**src/hw/rtl/osrr_pkg.sv**
```systemverilog
// Shared types and constants for the round-robin picker.
// No dependencies.
package osrr_pkg;

    localparam int ID_W     = 8;
    localparam int POS_W    = ID_W + 1;
    localparam int WORD_W   = 16;
    localparam int WBIT_W   = 4;
    localparam int OP_W     = 2;
    localparam int STATUS_W = 3;

    localparam logic [OP_W-1:0] OP_SELECT = 2'd0;
    localparam logic [OP_W-1:0] OP_INSERT = 2'd1;
    localparam logic [OP_W-1:0] OP_REMOVE = 2'd2;

    localparam logic [STATUS_W-1:0] ST_SELECTED = 3'd0;
    localparam logic [STATUS_W-1:0] ST_EMPTY    = 3'd1;
    localparam logic [STATUS_W-1:0] ST_INSERTED = 3'd2;
    localparam logic [STATUS_W-1:0] ST_PRESENT  = 3'd3;
    localparam logic [STATUS_W-1:0] ST_REMOVED  = 3'd4;
    localparam logic [STATUS_W-1:0] ST_ABSENT   = 3'd5;

    typedef enum logic [2:0] {
        S_IDLE,
        S_READ,
        S_CHECK,
        S_SCAN_RD,
        S_SCAN_CHK,
        S_DONE
    } state_t;

endpackage

```
**src/hw/rtl/osrr_ram.sv**
```systemverilog
// Generic single-write, single-read RAM with registered read data.
// No dependencies.
module osrr_ram #(
    parameter int WIDTH = 16,
    parameter int DEPTH = 16,
    localparam int AW = (DEPTH > 1) ? $clog2(DEPTH) : 1
) (
    input  logic             aclk,
    input  logic             wr_en,
    input  logic [AW-1:0]    wr_addr,
    input  logic [WIDTH-1:0] wr_data,
    input  logic [AW-1:0]    rd_addr,
    output logic [WIDTH-1:0] rd_data
);

    logic [WIDTH-1:0] mem_reg [DEPTH];
    logic [WIDTH-1:0] rd_data_reg;

    always_ff @(posedge aclk) begin
        if (wr_en) begin
            mem_reg[wr_addr] <= wr_data;
        end
        rd_data_reg <= mem_reg[rd_addr];
    end

    assign rd_data = rd_data_reg;

endmodule

```
**src/hw/rtl/ordered_set_round_robin_picker.sv**
```systemverilog
// Round-robin picker over a membership bitmap: select, insert and remove commands.
// Depends on osrr_pkg and osrr_ram.
//
// One command is processed at a time; s_tready is high only while the sequencer is idle.
// An empty select, an unused opcode, or an insert or remove of an out-of-range ID goes from
// the transfer straight to the done state. Insert and remove first pass the read and check
// states. A select, or a remove of the member under the cursor, scans the bitmap RAM one
// 16-bit word at a time (address, then check of the registered read data). A select from the
// end mark makes two passes: wrap to the smallest member, then find its successor. The
// sequencer returns to idle when the result is loaded, and the next transfer can then be
// taken. A result still waiting for m_tready holds the sequencer before it loads the next
// result. The bitmap has one valid bit per word, so no clearing pass follows reset.
module ordered_set_round_robin_picker
    import osrr_pkg::*;
#(
    parameter int MAX_IDS = 256
) (
    input  logic                aclk,
    input  logic                aresetn,
    input  logic                s_tvalid,
    output logic                s_tready,
    input  logic [ID_W-1:0]     s_tdata,   // [7:0] member_id
    input  logic [OP_W-1:0]     s_tuser,   // [1:0] opcode
    output logic                m_tvalid,
    input  logic                m_tready,
    output logic [ID_W-1:0]     m_tdata,   // [7:0] chosen_id
    output logic [STATUS_W-1:0] m_tuser    // [2:0] status
);

    localparam int NUM_IDS   = (MAX_IDS < (1 << ID_W)) ? MAX_IDS : (1 << ID_W);
    localparam int NUM_WORDS = (NUM_IDS + WORD_W - 1) / WORD_W;
    localparam int WADDR_W   = (NUM_WORDS > 1) ? $clog2(NUM_WORDS) : 1;
    localparam int CNT_W     = $clog2(NUM_IDS + 1);
    localparam int WSEL_W    = POS_W - WBIT_W;

    state_t state_reg, state_next;

    logic [OP_W-1:0]      op_reg, op_next;
    logic [POS_W-1:0]     pos_reg, pos_next;
    logic                 first_reg, first_next;
    logic [ID_W-1:0]      cursor_reg, cursor_next;
    logic                 at_end_reg, at_end_next;
    logic [CNT_W-1:0]     cnt_reg, cnt_next;
    logic [ID_W-1:0]      chosen_reg, chosen_next;
    logic [STATUS_W-1:0]  status_reg, status_next;
    logic                 m_tvalid_reg, m_tvalid_next;
    logic [ID_W-1:0]      m_tdata_reg, m_tdata_next;
    logic [STATUS_W-1:0]  m_tuser_reg, m_tuser_next;
    logic [(1 << WADDR_W)-1:0] word_vld_reg, word_vld_next;
    logic                 rd_vld_reg;

    logic [WSEL_W-1:0]    word_sel;
    logic [WADDR_W-1:0]   rd_addr;
    logic [WORD_W-1:0]    rd_data;
    logic [WORD_W-1:0]    word_eff;
    logic [WORD_W-1:0]    bit_mask;
    logic [WORD_W-1:0]    scan_bits;
    logic                 hit;
    logic [WBIT_W-1:0]    hit_bit;
    logic [POS_W-1:0]     found;
    logic                 pos_end;
    logic                 cur_bit;
    logic                 id_out;
    logic                 wr_en;
    logic [WORD_W-1:0]    wr_data;
    logic                 s_fire;
    logic                 out_free;

    assign word_sel = pos_reg[POS_W-1:WBIT_W];
    assign rd_addr  = word_sel[WADDR_W-1:0];

    osrr_ram #(
        .WIDTH (WORD_W),
        .DEPTH (NUM_WORDS)
    ) u_bitmap (
        .aclk    (aclk),
        .wr_en   (wr_en),
        .wr_addr (rd_addr),
        .wr_data (wr_data),
        .rd_addr (rd_addr),
        .rd_data (rd_data)
    );

    assign word_eff  = rd_vld_reg ? rd_data : '0;
    assign bit_mask  = WORD_W'(1) << pos_reg[WBIT_W-1:0];
    assign scan_bits = word_eff & ({WORD_W{1'b1}} << pos_reg[WBIT_W-1:0]);
    assign cur_bit   = |(word_eff & bit_mask);
    assign pos_end   = (pos_reg >= POS_W'(NUM_IDS));
    assign found     = {word_sel, hit_bit};
    assign id_out    = ({1'b0, s_tdata} >= POS_W'(NUM_IDS));
    assign s_tready  = (state_reg == S_IDLE);
    assign s_fire    = s_tvalid && s_tready;
    assign out_free  = !m_tvalid_reg || m_tready;

    always_comb begin
        hit     = 1'b0;
        hit_bit = '0;
        for (int i = WORD_W - 1; i >= 0; i--) begin
            if (scan_bits[i]) begin
                hit     = 1'b1;
                hit_bit = WBIT_W'(i);
            end
        end
    end

    // next state
    always_comb begin
        state_next = state_reg;
        case (state_reg)
            S_IDLE: begin
                if (s_fire) begin
                    case (s_tuser)
                        OP_SELECT: state_next = (cnt_reg == '0) ? S_DONE : S_SCAN_RD;
                        OP_INSERT,
                        OP_REMOVE: state_next = id_out ? S_DONE : S_READ;
                        default:   state_next = S_DONE;
                    endcase
                end
            end
            S_READ:  state_next = S_CHECK;
            S_CHECK: begin
                if (op_reg == OP_REMOVE && cur_bit && !at_end_reg
                        && cursor_reg == pos_reg[ID_W-1:0]) begin
                    state_next = S_SCAN_RD;
                end else begin
                    state_next = S_DONE;
                end
            end
            S_SCAN_RD:  state_next = pos_end ? S_DONE : S_SCAN_CHK;
            S_SCAN_CHK: state_next = (hit && !first_reg) ? S_DONE : S_SCAN_RD;
            S_DONE:     state_next = out_free ? S_IDLE : S_DONE;
            default:    state_next = S_IDLE;
        endcase
    end

    // datapath and outputs
    always_comb begin
        op_next       = op_reg;
        pos_next      = pos_reg;
        first_next    = first_reg;
        cursor_next   = cursor_reg;
        at_end_next   = at_end_reg;
        cnt_next      = cnt_reg;
        chosen_next   = chosen_reg;
        status_next   = status_reg;
        word_vld_next = word_vld_reg;
        wr_en         = 1'b0;
        wr_data       = word_eff;
        m_tvalid_next = m_tvalid_reg && !m_tready;
        m_tdata_next  = m_tdata_reg;
        m_tuser_next  = m_tuser_reg;
        case (state_reg)
            S_IDLE: begin
                if (s_fire) begin
                    op_next     = s_tuser;
                    pos_next    = {1'b0, s_tdata};
                    chosen_next = '0;
                    first_next  = 1'b0;
                    status_next = ST_ABSENT;
                    if (s_tuser == OP_SELECT) begin
                        if (cnt_reg == '0) begin
                            status_next = ST_EMPTY;
                        end else begin
                            status_next = ST_SELECTED;
                            if (at_end_reg) begin
                                first_next = 1'b1;
                                pos_next   = '0;
                            end else begin
                                chosen_next = cursor_reg;
                                pos_next    = {1'b0, cursor_reg} + POS_W'(1);
                            end
                        end
                    end
                end
            end
            S_CHECK: begin
                if (op_reg == OP_INSERT) begin
                    if (cur_bit) begin
                        status_next = ST_PRESENT;
                    end else begin
                        wr_en                  = 1'b1;
                        wr_data                = word_eff | bit_mask;
                        word_vld_next[rd_addr] = 1'b1;
                        cnt_next               = cnt_reg + CNT_W'(1);
                        status_next            = ST_INSERTED;
                    end
                end else if (cur_bit) begin
                    wr_en                  = 1'b1;
                    wr_data                = word_eff & ~bit_mask;
                    word_vld_next[rd_addr] = 1'b1;
                    cnt_next               = cnt_reg - CNT_W'(1);
                    status_next            = ST_REMOVED;
                    pos_next               = pos_reg + POS_W'(1);
                end
            end
            S_SCAN_RD: begin
                if (pos_end) begin
                    at_end_next = 1'b1;
                    cursor_next = '0;
                end
            end
            S_SCAN_CHK: begin
                if (hit) begin
                    if (first_reg) begin
                        chosen_next = found[ID_W-1:0];
                        pos_next    = found + POS_W'(1);
                        first_next  = 1'b0;
                    end else begin
                        cursor_next = found[ID_W-1:0];
                        at_end_next = 1'b0;
                    end
                end else begin
                    pos_next = {word_sel + WSEL_W'(1), {WBIT_W{1'b0}}};
                end
            end
            S_DONE: begin
                if (out_free) begin
                    m_tvalid_next = 1'b1;
                    m_tdata_next  = chosen_reg;
                    m_tuser_next  = status_reg;
                end
            end
            default: begin
                wr_en = 1'b0;
            end
        endcase
    end

    always_ff @(posedge aclk) begin
        if (!aresetn) begin
            state_reg    <= S_IDLE;
            cursor_reg   <= '0;
            at_end_reg   <= 1'b1;
            cnt_reg      <= '0;
            first_reg    <= 1'b0;
            word_vld_reg <= '0;
            m_tvalid_reg <= 1'b0;
        end else begin
            state_reg    <= state_next;
            cursor_reg   <= cursor_next;
            at_end_reg   <= at_end_next;
            cnt_reg      <= cnt_next;
            first_reg    <= first_next;
            word_vld_reg <= word_vld_next;
            m_tvalid_reg <= m_tvalid_next;
        end
    end

    always_ff @(posedge aclk) begin
        op_reg      <= op_next;
        pos_reg     <= pos_next;
        chosen_reg  <= chosen_next;
        status_reg  <= status_next;
        rd_vld_reg  <= word_vld_reg[rd_addr];
        m_tdata_reg <= m_tdata_next;
        m_tuser_reg <= m_tuser_next;
    end

    assign m_tvalid = m_tvalid_reg;
    assign m_tdata  = m_tdata_reg;
    assign m_tuser  = m_tuser_reg;

endmodule

```
**config.mk**
```make
export PLATFORM = sky130hd
export DESIGN_NAME = ordered_set_round_robin_picker
export DESIGN_NICKNAME = d
export VERILOG_FILES = /design/src/hw/rtl/osrr_pkg.sv /design/src/hw/rtl/osrr_ram.sv /design/src/hw/rtl/ordered_set_round_robin_picker.sv
export SDC_FILE = /design/constraint.sdc
export NUM_CORES = 1
export LEC_CHECK = 0
export BUFFER_PORTS_ARGS = -buffer_cell sky130_fd_sc_hd__buf_2
export CORE_MARGIN = 2
export CORE_UTILIZATION = 52
export DETAILED_ROUTE_END_ITERATION = 10
export PLACE_DENSITY = 0.7
export SYNTH_ARGS = -nofsm -noshare
export SYNTH_HDL_FRONTEND = slang
export SYNTH_SLANG_ARGS = --single-unit
```
**constraint.sdc**
```tcl
create_clock -name aclk -period 5.4 [get_ports aclk]
set_clock_uncertainty 0.05 [all_clocks]
set_input_delay 0.27 -clock aclk [delete_from_list [all_inputs] [get_ports aclk]]
set_output_delay 0.27 -clock aclk [all_outputs]
set_load 0.1 [all_outputs]
```
# Yosys cells after proc, flatten, opt, wreduce, memory -nomap -nowiden
# Memories as Yosys holds them, arrays and structs flattened. A register that Yosys moved wholly into a read port is not among the register bits.
# Cells that the tools add are included.
op_classes:
  n_reduce_logical: 30
  n_shift: 2
  n_bitwise: 6
  eq_ne: 20
  order_cmp: 3
  muxes: 100
  addsub: 6
op_table:
  columns: ["op", "count"]
  rows:
  - ["16-bit 2-to-1 mux", 8]
  - ["9-bit 2-to-1 mux", 11]
  - ["8-bit 2-to-1 mux", 9]
  - ["4-bit 2-to-1 mux", 16]
  - ["16-bit AND", 3]
  - ["1-bit 2-to-1 mux", 37]
  - ["16-bit bitwise OR", 2]
  - ["8-bit one-hot mux with 2 select lines", 2]
  - ["9-bit by 1-bit adder with 9-bit output (second input constant)", 3]
  - ["3-bit 2-to-1 mux", 9]
  - ["9-bit one-hot mux with 3 select lines", 1]
  - ["3-bit one-hot mux with 6 select lines", 1]
  - ["16-bit NOT", 1]
  - ["16-bit OR reduction", 1]
  - ["1-bit by 4-bit left shift with 16-bit output (first input constant)", 1]
  - ["16-bit by 4-bit left shift with 16-bit output (first input constant)", 1]
  - ["2-bit inequality test (second input constant)", 7]
  - ["3-bit one-hot mux with 2 select lines", 2]
  - ["8-bit by 1-bit adder with 9-bit output (second input constant)", 1]
  - ["9-bit >= comparator (second input constant)", 1]
  - ["9-bit zero test", 1]
  - ["3-bit AND reduction", 3]
  - ["9-bit by 1-bit subtractor with 9-bit output (second input constant)", 1]
  - ["8-bit equality test", 1]
  - ["other kinds (24)", 44]
totals:
  input_bits: 14
  word_cells: 182
  ramBits: 256
  out_inout_bits: 13
  n_memories: 1
  register_bits: 73
mem_list:
  columns: ["name", "depth", "word_bits", "read_ports", "rd_ports_with_merged_regs", "write_ports", "line_no", "text"]
  rows:
  - ["u_bitmap.mem_reg", 16, 16, 1, 1, 1, "osrr_ram.sv:16", "logic [WIDTH-1:0] mem_reg [DEPTH];"]

# Logic depth before layout (Yosys ltp)
logic_depth:
  word_depth: 22
  depth_mapped: 18
  ltp_nobuf: 14

# Hierarchy
# Synthesis repeated with hierarchy kept, for this count alone.
unflattened:
  hier_cells: 1043
  hier_area_um2: 15220.8
by_module_without_submodules:
  columns: ["mod", "n_inst", "cells_per_inst", "area_each_um2"]
  rows:
  - ["osrr_ram", 1, 432, 10042.1]
  - ["ordered_set_round_robin_picker", 1, 611, 5178.7]

# Worst setup path after synthesis
# Ideal clock, no wire load.
synth_timing:
  path_type: "register to register"
  start: "register pos_reg[0]"
  end: "memory u_bitmap.mem_reg[2][0] (enable)"
  arrival_ns: 3.931
  setup_time_ns: 0.412
  path_slack_ns: 1.007
  stages_incl_launch_ff: 16
  required_time_ns: 4.938
  path_buffers: 2
  path_cell_list: "edfxtp_1 > ha_1 > ha_1 > a221oi_1 > o21ai_0 > o21ai_0 > o221ai_1 > nand2_1 > nand2_1 > inv_1 > buf_2 > ha_1 > and3_1 > clkbuf_1 > nand2_1 > nor3_1"
synth_between:
  elab_chain_cells: 8
synth_rtl:
  columns: ["item", "line_no", "text"]
  rows:
  - ["start, declared", "ordered_set_round_robin_picker.sv:39", "logic [POS_W-1:0] pos_reg, pos_next;"]
  - ["start signal, assigned", "ordered_set_round_robin_picker.sv:251", "pos_reg <= pos_next;"]
  - ["1-bit by 4-bit left shift with 16-bit output (*)", "ordered_set_round_robin_picker.sv:85", "assign bit_mask = WORD_W'(1) << pos_reg[WBIT_W-1:0];"]
  - ["16-bit AND (*)", "ordered_set_round_robin_picker.sv:87", "assign cur_bit = |(word_eff & bit_mask);"]
  - ["16-bit OR reduction (*)", "ordered_set_round_robin_picker.sv:87", null]
  - ["1-bit 2-to-1 mux (on tied branches)", "ordered_set_round_robin_picker.sv:187, ordered_set_round_robin_picker.sv:178", null]
  - ["1-bit 2-to-1 mux (*)", "ordered_set_round_robin_picker.sv:177", "if (op_reg == OP_INSERT) begin"]
  - ["1-bit 2-to-1 mux (*)", "ordered_set_round_robin_picker.sv:152", "case (state_reg)"]
  - ["1-bit 2-to-1 mux (*)", "osrr_ram.sv:20", "if (wr_en) begin"]
  - ["1-bit 2-to-1 mux (implied by the code) (*)", "osrr_ram.sv:21", "mem_reg[wr_addr] <= wr_data;"]
  - ["end, declared", "osrr_ram.sv:16", null]
# Mark *: on every way between the ends. The rest lies on a longest branch, timed or not.

# Worst setup path in the final report
layout_timing:
  start: "register pos_reg[1]"
  end: "memory u_bitmap.mem_reg[15][3] (enable)"
# The elaborated chain is that of the path after synthesis.

==> impl_metrics.env <==
export IMPL_clk_pin_slew_ns=0.06
export IMPL_drive_gt1_share_pct=23.2
export IMPL_vias_per_cell=6.23
export IMPL_cts_root_buf="clkbuf_16"
export IMPL_synth_top_family_by_area="multiplexers"
export IMPL_path_class="reg2reg"
export IMPL_drt_wl_total_mm=35.4
export IMPL_grt_overflow=0
export IMPL_netlist_area_sq_um=15100
export IMPL_cts_max_level=2
export IMPL_synth_top_area_cell="edfxtp_1"
export IMPL_syn_avg_cell_area_sq_um=15.5
export IMPL_fp_dieArea_sq_um=30500
export IMPL_cts_resized=0
export IMPL_async_reset_ff_share_pct=0
export IMPL_yosysWarningCount=0
export IMPL_grt_pass1_wl_mm=54.1
export IMPL_vias=8984
export IMPL_place_gp_congestion=0.911
export IMPL_fmax_mhz=219
export IMPL_nets=1069
export IMPL_yosys_top_cells_area="edfxtp_1 57%, mux4_2 13%, dfxtp_1 7.4%, ha_1 1.9%, nand2_1 1.6%"
export IMPL_hold_buffers=2
export IMPL_synthToLayoutAreaGrowth_pct=12.4
export IMPL_peakVddDrop_mv=0.284
export IMPL_cts_setup_buffers=0
export IMPL_timing_max_cap_violations=0
export IMPL_grt_max_degree=47
export IMPL_die_h_um=175
export IMPL_synth_seq_cells=345
export IMPL_place_port_buffers=26
export IMPL_clk_latency_ns=0.52
export IMPL_endpoint_kind="flop"
export IMPL_core_rowCount=62
export IMPL_synth_distinct_cells=82
export IMPL_start_util_pct=52.8
export IMPL_finalCriticalPeriod_ns=4.57
export IMPL_wl_per_cell_um=24.5
export IMPL_synth_top_area_share_pct=57.3
export IMPL_synth_seq_area_share_pct=64.7
export IMPL_synth_cells=978
export IMPL_power_total_uw=7690
export IMPL_slew_headroom_pct=16.3
export IMPL_cts_inserted_buffers=36
export IMPL_crit_chain="ha_1, ha_1, a221oi_1, o21ai_0, o21ai_0, o221ai_1, nand2_1, nand2_1, inv_1, buf_4, ha_1, and3_1, nand2_1, nor2_2"
export IMPL_cp_required_ns=5.49
export IMPL_synth_fp_nets=1016
export IMPL_synth_xor_area_share_pct=1.50
export IMPL_post_synth_fa_ha_maj_area_fraction_pct=2.03
export IMPL_drtIter0Drc=900
export IMPL_antenna_found_initial=0
export IMPL_hold_class="in2reg"
export IMPL_drc=0
export IMPL_powerDensity_nw_per_um2=452
export IMPL_cts_tree="built"
export IMPL_grt_usage_pct=23.5
export IMPL_finalSetupTns_ns=0
export IMPL_rsz0062_at_grt="no"
export IMPL_grt_pass1_vias=8879
export IMPL_core_sq_um=28700
export IMPL_synth_edff_count=289
export IMPL_tightest_slew_ns=1.24
export IMPL_synth_compound_area_share_pct=8.83
export IMPL_synth_ff_type="edfxtp_1"
export IMPL_yosysMostFrequentCell="edfxtp_1"
export IMPL_finalSetupViolations=0
export IMPL_ant_nets=0
export IMPL_cp_max_fo=17
export IMPL_hold_viol_final=0
export IMPL_arrival_ns=4.67
export IMPL_clock_sinks=345
export IMPL_synth_simple_area_share_pct=7.76
export IMPL_synth_mux_area_share_pct=12.9
export IMPL_leakage_uw=0.00529
export IMPL_pin_count=27
export IMPL_max_stage_delay_ns=0.76
export IMPL_dr_pass1_iters=5
export IMPL_slowest_stage="nor2_2"
export IMPL_largest_reg_flops=256
export IMPL_synth_commonest_cells="289 x edfxtp_1, 85 x mux4_2, 66 x nand2_1, 56 x dfxtp_1, 49 x nor2_1"
export IMPL_start_kind="flop"
export IMPL_outcome="finished clean"
export IMPL_die_w_um=175
export IMPL_fin_crit_sh_pct=84.7
export IMPL_diodes=0
export IMPL_cts_buffer_depth=3
export IMPL_dp_hpwl_mm=23.6
export IMPL_slew_violations=0
## path summary, 6_finish.rpt
path / startpoint / end / slack, ns / cells after the start
worst max-delay path: pos_reg[1] / u_bitmap.mem_reg[15][3] / 0.83 / 14
worst min-delay path: m_tready / m_tvalid / 0.09 / 3
worst max register to register: pos_reg[1] / u_bitmap.mem_reg[15][3] / 0.83 / 14
worst min register to register: status_reg[2] / m_tuser[2] / 0.37 / 0
## stage by stage
stage	hold slack, ns	cells	setup WS, ns	utilization, %	cell area [sq um]
after floorplan	0.319	978	1.01	-	15100
after global placement	0.350	1375	0.903	55.3	15900
after detailed placement	0.359	1375	0.858	55.3	15900
after CTS	0.0767	1442	0.838	59.3	17000
after global routing	0.0982	1442	0.397	59.3	17000
final	0.0886	1442	0.826	59.3	17000
## metal layers
layer	part of all wire, %	track usage [%]	vias to the layer above
li1	-	-	3989
met1	41	32.9	4539
met2	48	38.0	376
met3	7.4	4.07	80
met4	3.3	7.92	0
met5	0	0	-
## logic make-up after synthesis
group,count (synthesis)
AOI/OAI and AO/OA,186
xor gates and xnor gates,26
adders and majority gates,24
buffers and inverters,76
DFF,345
muxes,89
and+or+nand+nor,232
## cell type report
type | count | area (sq um)
inverter | 16 | 60.1
fill | 2190 | 11700
timing repair buffer | 75 | 503
clock buffer | 52 | 991
clock inverter | 13 | 139
multi-input combinational | 557 | 5050
sequential | 345 | 9800
tap | 384 | 480
## power by group
| part | internal [uW] | total [uW] | switching (uW) |
|---|---|---|---|
| registers | 3080 | 3370 | 286 |
| logic | 762 | 1950 | 1180 |
| clock network | 1380 | 2380 | 994 |
| total | 5230 | 7690 | 2460 |
## layout by cell type (no fill, tap or decap), drive strengths merged, types with 11 or more instances in the layout
cell	netlist	layout
clkbuf	37	52
and3	13	13
nand2	66	66
xor2	11	11
nor3	19	19
inv	15	17
o21ai	42	42
dfxtp	56	56
mux4	85	85
edfxtp	289	289
a21boi	11	11
buf	23	73
a21oi	31	31
ha	23	23
nor2	51	51
o21a	20	20
xnor2	15	15
nand3	33	33
## worst max-delay path: cells and delay by family, from the launching register on
kind | cells | cell delay (ns)
buffers and inverters | 2 | 0.32
DFF | 1 | 0.54
and+or+nand+nor | 5 | 1.88
AOI/OAI and AO/OA | 4 | 0.65
adders and majority gates | 3 | 0.75
Power figures use the tool's default switching activity.
